$ cat config.mk
export PLATFORM = sky130hd
export DESIGN_NAME = centered_moving_mean_removal
export DESIGN_NICKNAME = d
export VERILOG_FILES = /design/src/design/cmmr_pkg.sv /design/src/design/cmmr_ram.sv /design/src/design/cmmr_div.sv /design/src/design/centered_moving_mean_removal.sv
export SDC_FILE = /design/constraint.sdc
export NUM_CORES = 2
export LEC_CHECK = 0
export ABC_AREA = 1
export BUFFER_PORTS_ARGS = -buffer_cell sky130_fd_sc_hd__buf_2
export CORE_MARGIN = 2
export CORE_UTILIZATION = 42
export CTS_CLUSTER_DIAMETER = 200
export DETAILED_ROUTE_END_ITERATION = 16
export SLEW_MARGIN = 40
export SYNTH_ARGS = -nofsm -noshare
export SYNTH_HDL_FRONTEND = slang
export SYNTH_SLANG_ARGS = --single-unit
$ cat constraint.sdc
create_clock -name clk -period 13.8 [get_ports clk]
set_input_delay 0 -clock clk [delete_from_list [all_inputs] [get_ports clk]]
set_output_delay 0 -clock clk [all_outputs]
set_load 0.02 [all_outputs]
$ cat src/design/cmmr_pkg.sv
// ----------------------------------------------------------------------------
// Centered moving mean removal: shared package
// Transaction types, field widths and the result kind codes.
// ----------------------------------------------------------------------------
package cmmr_pkg;

	// field widths
	localparam int SAMPLE_BITS = 16;
	localparam int VALUE_BITS  = SAMPLE_BITS + 1;
	localparam int WL_BITS     = 7;
	localparam int KIND_BITS   = 2;

	// window length after reset
	localparam logic [WL_BITS-1:0] WL_RESET = 7'd16;

	// input commands
	localparam logic CMD_SAMPLE = 1'b0;
	localparam logic CMD_FLUSH  = 1'b1;

	// result kinds
	localparam logic [KIND_BITS-1:0] KIND_VALUE     = 2'd0;
	localparam logic [KIND_BITS-1:0] KIND_ZERO_FILL = 2'd1;
	localparam logic [KIND_BITS-1:0] KIND_NO_VALID  = 2'd2;

	// input transaction
	typedef struct packed {
		logic                          command;
		logic signed [SAMPLE_BITS-1:0] sample;
		logic                          sample_valid;
	} in_item_t;

	// result transaction
	typedef struct packed {
		logic signed [VALUE_BITS-1:0] value;
		logic [KIND_BITS-1:0]         kind;
		logic                         last;
	} out_item_t;

endpackage

$ cat src/design/cmmr_ram.sv
// ----------------------------------------------------------------------------
// Centered moving mean removal: generic RAM
// One write port, one read port, registered read data, no reset.
// ----------------------------------------------------------------------------
module cmmr_ram #(
	parameter int WIDTH = 16,
	parameter int DEPTH = 64
) (
	input  logic                     clk,
	input  logic                     we,
	input  logic [$clog2(DEPTH)-1:0] waddr,
	input  logic [WIDTH-1:0]         wdata,
	input  logic                     re,
	input  logic [$clog2(DEPTH)-1:0] raddr,
	output logic [WIDTH-1:0]         rdata
);

	logic [WIDTH-1:0] mem_q [DEPTH];
	logic [WIDTH-1:0] rdata_q;

	// write port and registered read port
	always_ff @(posedge clk) begin
		if (we) begin
			mem_q[waddr] <= wdata;
		end
		if (re) begin
			rdata_q <= mem_q[raddr];
		end
	end

	assign rdata = rdata_q;

endmodule

$ cat src/design/cmmr_div.sv
// ----------------------------------------------------------------------------
// Centered moving mean removal: iterative divider
// Signed dividend over unsigned divisor, quotient truncated toward zero.
// Restoring algorithm, one quotient bit per cycle.
// ----------------------------------------------------------------------------
module cmmr_div #(
	parameter int DIVIDEND_W = 23,
	parameter int DIVISOR_W  = 7
) (
	input  logic                         clk,
	input  logic                         arst_n,
	input  logic                         start,
	input  logic signed [DIVIDEND_W-1:0] dividend,
	input  logic [DIVISOR_W-1:0]         divisor,
	output logic                         busy,
	output logic signed [DIVIDEND_W-1:0] quotient
);

	localparam int MAG_W = DIVIDEND_W - 1;
	localparam int CNT_W = $clog2(MAG_W + 1);

	logic                         busy_q;
	logic [CNT_W-1:0]             cnt_q;
	logic [DIVISOR_W-1:0]         rem_q;
	logic [MAG_W-1:0]             mag_q;
	logic                         neg_q;
	logic signed [DIVIDEND_W-1:0] quo_q;

	logic [DIVIDEND_W-1:0] abs_dvd;
	logic [DIVISOR_W:0]    shifted;
	logic [DIVISOR_W+1:0]  trial;
	logic                  ge;
	logic [MAG_W-1:0]      mag_nxt;
	logic [DIVIDEND_W-1:0] mag_ext;

	// one restoring step
	always_comb begin
		abs_dvd = dividend[DIVIDEND_W-1] ? DIVIDEND_W'(-dividend) : DIVIDEND_W'(dividend);
		shifted = {rem_q, mag_q[MAG_W-1]};
		trial   = {1'b0, shifted} - {2'b00, divisor};
		ge      = !trial[DIVISOR_W+1];
		mag_nxt = {mag_q[MAG_W-2:0], ge};
		mag_ext = {1'b0, mag_nxt};
	end

	// iteration control
	always_ff @(posedge clk or negedge arst_n) begin
		if (!arst_n) begin
			busy_q <= 1'b0;
			cnt_q  <= '0;
		end else if (start) begin
			busy_q <= 1'b1;
			cnt_q  <= CNT_W'(MAG_W);
		end else if (busy_q) begin
			cnt_q <= cnt_q - 1'b1;
			if (cnt_q == CNT_W'(1)) begin
				busy_q <= 1'b0;
			end
		end
	end

	// datapath
	always_ff @(posedge clk) begin
		if (start) begin
			rem_q <= '0;
			mag_q <= abs_dvd[MAG_W-1:0];
			neg_q <= dividend[DIVIDEND_W-1];
		end else if (busy_q) begin
			rem_q <= ge ? trial[DIVISOR_W-1:0] : shifted[DIVISOR_W-1:0];
			mag_q <= mag_nxt;
			if (cnt_q == CNT_W'(1)) begin
				quo_q <= neg_q ? DIVIDEND_W'(-mag_ext) : DIVIDEND_W'(mag_ext);
			end
		end
	end

	assign busy     = busy_q;
	assign quotient = quo_q;

endmodule

$ cat src/design/centered_moving_mean_removal.sv
// ----------------------------------------------------------------------------
// Centered moving mean removal
// High-pass filter: window-center sample minus the mean of the valid samples.
// ----------------------------------------------------------------------------
// Samples are taken one at a time. While the window fills, a sample gives no
// result. After that each sample runs the shared bit-serial divider that forms
// the mean (SAMPLE_BITS + clog2(MAX_WINDOW) quotient bits, 22 at defaults).
// The first sample after the window fills runs the divider twice and emits
// W/2 extra results, each a RAM read, then an output. A flush runs the divider
// and emits W/2 results, then restarts the stream. Output stall holds the
// sequencer until the output slot is free. The effective window length is the
// register rounded up to even and clamped to 4..TOP (MAX_WINDOW rounded down
// to even); writing the register restarts the stream.
module centered_moving_mean_removal #(
	parameter int MAX_WINDOW = 64
) (
	input  logic                          clk,
	input  logic                          arst_n,
	input  logic                          in_valid,
	output logic                          in_stall,
	input  cmmr_pkg::in_item_t            in_data,
	output logic                          out_valid,
	input  logic                          out_stall,
	output cmmr_pkg::out_item_t           out_data,
	input  logic                          cfg_we,
	input  logic [cmmr_pkg::WL_BITS-1:0]  cfg_wdata
);

	localparam int SB     = cmmr_pkg::SAMPLE_BITS;
	localparam int VB     = cmmr_pkg::VALUE_BITS;
	localparam int PTR_W  = $clog2(MAX_WINDOW);
	localparam int CNT_W  = $clog2(MAX_WINDOW + 1);
	localparam int SEEN_W = $clog2(MAX_WINDOW + 2);
	localparam int IW     = CNT_W + 1;
	localparam int SUM_W  = SB + $clog2(MAX_WINDOW) + 1;
	localparam int TOP    = MAX_WINDOW & ~1;
	localparam int WW     = cmmr_pkg::WL_BITS + 1;

	// sequencer states
	localparam logic [2:0] ST_IDLE   = 3'd0;
	localparam logic [2:0] ST_OLD_RD = 3'd1;
	localparam logic [2:0] ST_OLD_UP = 3'd2;
	localparam logic [2:0] ST_START  = 3'd3;
	localparam logic [2:0] ST_DIV    = 3'd4;
	localparam logic [2:0] ST_EM_RD  = 3'd5;
	localparam logic [2:0] ST_EM_OUT = 3'd6;

	// what the current emit run belongs to
	localparam logic [1:0] PH_FLUSH  = 2'd0;
	localparam logic [1:0] PH_FIRST  = 2'd1;
	localparam logic [1:0] PH_STEADY = 2'd2;

	logic [2:0]                  state_q;
	logic [1:0]                  phase_q;
	logic [cmmr_pkg::WL_BITS-1:0] wl_q;
	logic [PTR_W-1:0]            wp_q;
	logic [PTR_W-1:0]            idx_q;
	logic [PTR_W-1:0]            left_q;
	logic [SEEN_W-1:0]           seen_q;
	logic signed [SUM_W-1:0]     sum_q;
	logic [CNT_W-1:0]            count_q;
	logic [MAX_WINDOW-1:0]       valid_q;
	logic [SB-1:0]               samp_q;
	logic                        ok_q;
	logic                        out_valid_q;
	cmmr_pkg::out_item_t         out_q;

	logic [WW-1:0]           w_rnd;
	logic [CNT_W-1:0]        w_eff;
	logic [PTR_W-1:0]        half;
	logic [IW-1:0]           cp_sum;
	logic [PTR_W-1:0]        cp;
	logic [PTR_W-1:0]        wp_nxt;
	logic [PTR_W-1:0]        idx_nxt;
	logic                    accept;
	logic                    filling;
	logic                    slot_free;
	logic                    run_done;
	logic                    clear_stream;
	logic                    div_start;
	logic                    div_busy;
	logic signed [SUM_W-1:0] quo;
	logic [SB-1:0]           ram_rdata;
	logic                    ram_we;
	logic [SB-1:0]           ram_wdata;
	logic                    ram_re;
	logic [PTR_W-1:0]        ram_raddr;
	logic signed [SUM_W-1:0] old_ext;
	logic signed [SUM_W-1:0] new_ext;
	logic signed [SUM_W-1:0] in_ext;
	logic signed [SUM_W-1:0] sum_upd;
	logic [CNT_W-1:0]        cnt_dec;
	logic [CNT_W-1:0]        cnt_upd;
	logic signed [VB-1:0]    samp_ext;
	logic signed [VB-1:0]    mean_v;
	cmmr_pkg::out_item_t     res;

	// effective window: round up to even, clamp to 4..TOP
	always_comb begin
		w_rnd = ({1'b0, wl_q} + WW'(1)) & ~WW'(1);
		if (w_rnd < WW'(4)) begin
			w_rnd = WW'(4);
		end else if (w_rnd > WW'(TOP)) begin
			w_rnd = WW'(TOP);
		end
		w_eff = CNT_W'(w_rnd);
		half  = PTR_W'(w_eff >> 1);
	end

	// center pointer trails the write pointer by half a window
	always_comb begin
		cp_sum  = IW'(wp_q) + IW'(half);
		cp      = (cp_sum >= IW'(w_eff)) ? PTR_W'(cp_sum - IW'(w_eff)) : PTR_W'(cp_sum);
		wp_nxt  = (IW'(wp_q) + IW'(1) == IW'(w_eff)) ? '0 : wp_q + 1'b1;
		idx_nxt = (IW'(idx_q) + IW'(1) == IW'(w_eff)) ? '0 : idx_q + 1'b1;
	end

	// handshake and sequencing conditions
	always_comb begin
		accept    = (state_q == ST_IDLE) && in_valid && !cfg_we;
		filling   = IW'(seen_q) < IW'(w_eff);
		slot_free = !out_valid_q || !out_stall;
		run_done  = (state_q == ST_EM_OUT) && slot_free && (left_q == PTR_W'(1));
		clear_stream = cfg_we || (run_done && (phase_q == PH_FLUSH));
		div_start = (state_q == ST_START);
	end

	// sum and count update for a steady-state sample
	always_comb begin
		old_ext = SUM_W'(signed'(ram_rdata));
		new_ext = SUM_W'(signed'(samp_q));
		in_ext  = SUM_W'(signed'(in_data.sample));
		sum_upd = sum_q;
		cnt_dec = count_q;
		if (valid_q[wp_q]) begin
			sum_upd = sum_upd - old_ext;
			if (count_q != '0) begin
				cnt_dec = count_q - 1'b1;
			end
		end
		cnt_upd = cnt_dec;
		if (ok_q) begin
			sum_upd = sum_upd + new_ext;
			if (cnt_dec < w_eff) begin
				cnt_upd = cnt_dec + 1'b1;
			end
		end
	end

	// result formation from the entry just read
	always_comb begin
		samp_ext = VB'(signed'(ram_rdata));
		mean_v   = quo[VB-1:0];
		res.last = (left_q == PTR_W'(1)) && (phase_q != PH_FIRST);
		if (count_q == '0) begin
			res.value = '0;
			res.kind  = cmmr_pkg::KIND_NO_VALID;
		end else if ((quo == '0) || !valid_q[idx_q]) begin
			res.value = '0;
			res.kind  = cmmr_pkg::KIND_ZERO_FILL;
		end else begin
			res.value = samp_ext - mean_v;
			res.kind  = cmmr_pkg::KIND_VALUE;
		end
	end

	// ring store port control
	always_comb begin
		ram_we    = (accept && (in_data.command == cmmr_pkg::CMD_SAMPLE) && filling)
			|| (run_done && (phase_q == PH_STEADY));
		ram_wdata = (state_q == ST_IDLE) ? in_data.sample : samp_q;
		ram_re    = (state_q == ST_OLD_RD) || (state_q == ST_EM_RD);
		ram_raddr = (state_q == ST_OLD_RD) ? wp_q : idx_q;
	end

	cmmr_ram #(
		.WIDTH (SB),
		.DEPTH (MAX_WINDOW)
	) u_ring (
		.clk   (clk),
		.we    (ram_we),
		.waddr (wp_q),
		.wdata (ram_wdata),
		.re    (ram_re),
		.raddr (ram_raddr),
		.rdata (ram_rdata)
	);

	cmmr_div #(
		.DIVIDEND_W (SUM_W),
		.DIVISOR_W  (CNT_W)
	) u_div (
		.clk      (clk),
		.arst_n   (arst_n),
		.start    (div_start),
		.dividend (sum_q),
		.divisor  (count_q),
		.busy     (div_busy),
		.quotient (quo)
	);

	// sequencer and stream state
	always_ff @(posedge clk or negedge arst_n) begin
		if (!arst_n) begin
			state_q <= ST_IDLE;
			phase_q <= PH_FLUSH;
			wl_q    <= cmmr_pkg::WL_RESET;
			wp_q    <= '0;
			idx_q   <= '0;
			left_q  <= '0;
			seen_q  <= '0;
			sum_q   <= '0;
			count_q <= '0;
			valid_q <= '0;
		end else begin
			if (cfg_we) begin
				wl_q <= cfg_wdata;
			end
			unique case (state_q)
				ST_IDLE: begin
					if (accept) begin
						if (in_data.command == cmmr_pkg::CMD_FLUSH) begin
							phase_q <= PH_FLUSH;
							// the center pointer holds at half a window until the window fills
							idx_q   <= filling ? half : cp;
							left_q  <= half;
							state_q <= ST_START;
						end else if (filling) begin
							valid_q[wp_q] <= in_data.sample_valid;
							if (in_data.sample_valid) begin
								sum_q   <= sum_q + in_ext;
								count_q <= count_q + 1'b1;
							end
							wp_q   <= wp_nxt;
							seen_q <= seen_q + 1'b1;
						end else if (IW'(seen_q) == IW'(w_eff)) begin
							seen_q  <= seen_q + 1'b1;
							phase_q <= PH_FIRST;
							idx_q   <= '0;
							left_q  <= half;
							state_q <= ST_START;
						end else begin
							phase_q <= PH_STEADY;
							state_q <= ST_OLD_RD;
						end
					end
				end
				ST_OLD_RD: begin
					state_q <= ST_OLD_UP;
				end
				ST_OLD_UP: begin
					sum_q   <= sum_upd;
					count_q <= cnt_upd;
					idx_q   <= cp;
					left_q  <= PTR_W'(1);
					state_q <= ST_START;
				end
				ST_START: begin
					state_q <= ST_DIV;
				end
				ST_DIV: begin
					if (!div_busy) begin
						state_q <= ST_EM_RD;
					end
				end
				ST_EM_RD: begin
					state_q <= ST_EM_OUT;
				end
				ST_EM_OUT: begin
					if (slot_free) begin
						idx_q  <= idx_nxt;
						left_q <= left_q - 1'b1;
						if (left_q != PTR_W'(1)) begin
							state_q <= ST_EM_RD;
						end else begin
							case (phase_q)
								PH_FIRST: begin
									phase_q <= PH_STEADY;
									state_q <= ST_OLD_RD;
								end
								PH_STEADY: begin
									valid_q[wp_q] <= ok_q;
									wp_q          <= wp_nxt;
									state_q       <= ST_IDLE;
								end
								default: begin
									state_q <= ST_IDLE;
								end
							endcase
						end
					end
				end
				default: begin
					state_q <= ST_IDLE;
				end
			endcase
			// restart the stream on flush end or window change
			if (clear_stream) begin
				wp_q    <= '0;
				seen_q  <= '0;
				sum_q   <= '0;
				count_q <= '0;
				valid_q <= '0;
			end
		end
	end

	// held sample of the transaction in flight
	always_ff @(posedge clk) begin
		if (accept) begin
			samp_q <= in_data.sample;
			ok_q   <= in_data.sample_valid;
		end
	end

	// output register
	always_ff @(posedge clk or negedge arst_n) begin
		if (!arst_n) begin
			out_valid_q <= 1'b0;
		end else if ((state_q == ST_EM_OUT) && slot_free) begin
			out_valid_q <= 1'b1;
		end else if (!out_stall) begin
			out_valid_q <= 1'b0;
		end
	end

	always_ff @(posedge clk) begin
		if ((state_q == ST_EM_OUT) && slot_free) begin
			out_q <= res;
		end
	end

	// a window length write holds off the input for that cycle
	assign in_stall  = (state_q != ST_IDLE) || cfg_we;
	assign out_valid = out_valid_q;
	assign out_data  = out_q;

`ifndef SYNTH
	a_count_in_window: assert property (@(posedge clk) disable iff (!arst_n)
		count_q <= w_eff)
		else $error("valid count exceeds the window");

	a_empty_sum: assert property (@(posedge clk) disable iff (!arst_n)
		(count_q == '0) |-> (sum_q == '0))
		else $error("running sum nonzero with no valid samples");

	a_wp_range: assert property (@(posedge clk) disable iff (!arst_n)
		IW'(wp_q) < IW'(w_eff))
		else $error("write pointer outside the window");

	a_idle_div: assert property (@(posedge clk) disable iff (!arst_n)
		(state_q == ST_IDLE) |-> !div_busy)
		else $error("divider running while the sequencer is idle");
`endif

endmodule
==> results.json <==
{
  "status": "complete, no violations",
  "cts_tree": "built",
  "wl_per_cell_um": 24.26,
  "dpl.hpwl_mm": 110.8,
  "cts_resized": 0,
  "insertion_delay_ns": 0.78,
  "dieArea_sq_um": 145400,
  "first_global_vias": 42570,
  "grt_usage_pct": 25.04,
  "core_sq_um": 141400,
  "syn_avg_cell_area_sq_um": 10.61,
  "fp-row-count": 138,
  "die_height_um": 381.3,
  "pwr-share-seq_pct": 31.3,
  "skew_ns": 0.02976,
  "crit_type": "reg -> reg",
  "drv_slew": 0,
  "synth_cell_type_count": 73,
  "numPortBuffers": 51,
  "boundaryPins": 52,
  "clkTransAtPathRegs_ns": 0.06,
  "wirelength_mm": 186.2,
  "crit_path_cell_trace": "clkinv_1, nor2_2, o21ai_1, nand2_1, nor2_4, nand2_2, inv_2, a21oi_1, o21ai_0, o21ai_0, inv_1, ha_1, nand2_1, nor4_1, a21oi_1, o21ai_0, nand2_1, nand2_1, or2_2, nand3_1, nand3_1, nand3_1, nand2_1",
  "tightest_slew_ns": 0.8907,
  "clock_path_buffers": 3,
  "die_x_um": 381.3,
  "synth_ff_type": "edfxtp_1",
  "htreeDepth": 4,
  "grt-ovfl-total": 0,
  "nFillCells": 12840,
  "drtIter0Drc": 5185,
  "drtPass1Iterations": 6,
  "crit_path_end_kind": "register",
  "grt_pass1_wl_mm": 275.1,
  "synth-edff-count": 1123,
  "worst-path-buf-inv": 3,
  "powerDensity_nw_per_um2": 246.2,
  "finalPower_mw": 16.68,
  "hp-class": "in -> reg",
  "drc": 0,
  "synth_fp_nets": 5795,
  "critPathArrivalTime_ns": 6.33,
  "hold_viol_final": 0,
  "p_int_mw": 9.219,
  "syn_to_final_growth_pct": 13.33,
  "synth_warnings": 0,
  "maxCapViolCount": 0,
  "p_switching_mw": 7.465,
  "cts_buffers": 140,
  "post-route-period-util_pct": 40.69,
  "clock.fmax_mhz": 178.1,
  "cp-start-kind": "register",
  "clock_power_share_pct": 22.3,
  "ys_ff_latch": 1268,
  "switching_share_pct": 44.74,
  "cpLargestDelayFamily": "simple AND/OR/NAND/NOR gates",
  "ctsRootBufferMaster": "clkbuf_16",
  "async_flop_share_pct": 10.88,
  "netlist_area_sq_um": 59790,
  "worstPathMaxFanout": 31,
  "r2r_setup_slack_ns": 8.18,
  "vias": 44830,
  "layout_min_cycle_time_ns": 5.615,
  "cpPeakStageDelay_ns": 0.60,
  "cts_num_sinks": 1268,
  "via_per_inst": 5.841,
  "ys_seq_area_share_pct": 62.41,
  "syn_inst": 5633,
  "setup_viol": 0,
  "final_nets": 5837,
  "ant_nets": 0,
  "grt_max_degree": 208,
  "fin_setup_tns_ns": 0,
  "gp_congestion": 0.9115,
  "p_leak_nw": 23.86,
  "rsz0062_at_grt": "no",
  "cp_data_required_time_ns": 14.51,
  "drive_gt1_share_pct": 8.820,
  "ir_drop_mv": 0.2388,
  "max_slew_margin_pct": 40.62,
  "cp_common_cell": "nand2_1",
  "antenna_found_initial": 4,
  "power_frac_comb_pct": 46.4,
  "initial_core_util_pct": 42.28,
  "crit_slowest_cell": "nor2_2"
}
[cell families after synthesis]
family,synth area share [%]
compound gates,14.74
fa+ha+maj,2.850
buf+inv,4.817
simple gates,13.58
flops,62.41
xor+xnor,1.595
[cell usage in the layout, fill, tap and decap left out, types with 55 or more instances in the layout]
| cell | count |
|---|---|
| edfxtp_1 | 1123 |
| nor2_1 | 750 |
| o21ai_0 | 687 |
| nand2_1 | 611 |
| inv_1 | 353 |
| nand3_1 | 245 |
| a21oi_1 | 190 |
| nor3_1 | 157 |
| o211ai_1 | 154 |
| clkbuf_16 | 142 |
| o22ai_1 | 141 |
| dfrtp_1 | 137 |
| o221ai_1 | 129 |
| ha_1 | 125 |
| buf_4 | 88 |
| xor2_1 | 76 |
| dlygate4sd3_1 | 55 |
[synth_stat cells (7+ instances only)]
cell / n / share of area, %
a21o_1: 8 / 0.10
dfrtp_1: 137 / 5.7
nor4_1: 13 / 0.14
nand4_1: 27 / 0.28
or2_2: 19 / 0.20
nor3b_1: 7 / 0.088
a221oi_1: 9 / 0.13
o211ai_1: 154 / 1.9
o21ai_1: 55 / 0.46
o21ai_0: 690 / 5.8
o21bai_1: 12 / 0.15
nor2_1: 804 / 5.0
nand2_1: 626 / 3.9
nor3_1: 158 / 1.3
buf_4: 9 / 0.11
clkbuf_1: 202 / 1.3
a31oi_1: 51 / 0.53
o221ai_1: 129 / 1.9
inv_1: 358 / 2.2
buf_2: 87 / 0.73
xor2_1: 76 / 1.1
clkbuf_2: 11 / 0.092
inv_2: 15 / 0.094
xnor2_1: 31 / 0.45
a22oi_1: 7 / 0.088
buf_6: 11 / 0.21
a21oi_1: 190 / 1.6
ha_1: 125 / 2.6
fa_1: 7 / 0.23
nand3_1: 245 / 2.1
o22ai_1: 141 / 1.5
dfxtp_1: 7 / 0.23
edfxtp_1: 1123 / 56
[metal layers]
| metal | wire length (um) | vias up | global-route usage, % |
|---|---|---|---|
| met5 | 0 | - | 0 |
| met3 | 15900 | 318 | 4.695 |
| met1 | 77270 | 22120 | 34.34 |
| met4 | 6468 | 0 | 8.959 |
| li1 | - | 20460 | - |
| met2 | 86520 | 1921 | 39.77 |
[power groups by stage]
stage	Sequential [mW]	Clock [mW]	Combinational (mW)
final	5.22	3.71	7.75
after global routing	5.24	3.90	8.49
after CTS	5.21	3.76	7.62
after detailed placement	5.29	0	7.58
after global placement	5.29	0	7.45
after floorplan	5.14	0	5.14
[final timing paths]
| kind | endpoint | depth (start not counted) | startpoint |
|---|---|---|---|
| setup / recovery | sum_q[18] | 23 | wp_q[3] |
| hold / removal | samp_q[13] | 2 | in_data[14] |
| setup reg to reg | sum_q[18] | 23 | wp_q[3] |
| hold reg to reg | u_div.rem_q[4] | 2 | u_div.rem_q[4] |
| max in group asynchronous | valid_q[8] | 4 | arst_n |
| min in group asynchronous | wl_q[4] | 3 | arst_n |
[flip-flops by register name (all words and copies together) (netlist names), 6 cells and up]
register / count
u_ring.rdata: 16
count_q: 7
out_data: 20
sum_q: 23
u_ring.mem_q: 1024
seen_q: 7
valid_q: 64
wl_q: 7
wp_q: 6
u_div.mag_q: 22
samp_q: 16
u_div.quotient: 23
idx_q: 6
u_div.rem_q: 7
left_q: 6
[cell type report]
cell class              count  area, sq um  share of cell area [%]
multi-input cells        3663        20020                   29.55
repair buffers            223         2095                   3.091
diodes                      2        5.005                0.007386
inverters                 379         1461                   2.157
clock buffers             181         3780                   5.578
clock inverters            68        715.7                   1.056
well taps                1890         2365                   3.490
flip-flops and latches   1268        37320                   55.07
[through the flow]
| step | utilization [%] | area [sq um] | cells | hold slack, ns | setup WS [ns] |
|---|---|---|---|---|---|
| 5_1_grt | 47.91 | 67760 | 7672 | 0.03776 | 7.769 |
| 3_3_place_gp | 43.91 | 62090 | 7346 | 0.04965 | 8.048 |
| 6_report | 47.92 | 67760 | 7674 | 0.03338 | 8.185 |
| 3_5_place_dp | 44.21 | 62520 | 7360 | 0.05739 | 8.064 |
| 4_1_cts | 47.80 | 67590 | 7665 | 0.0004202 | 8.003 |
| 2_1_floorplan | - | 59790 | 5633 | -0.2956 | 9.463 |
[timing repair]
action	4_1_cts	5_1_grt
setup buffers	0	0
hold endpoints to repair	123	0
hold buffers	56	0
(Power assumes the default switching activity.)
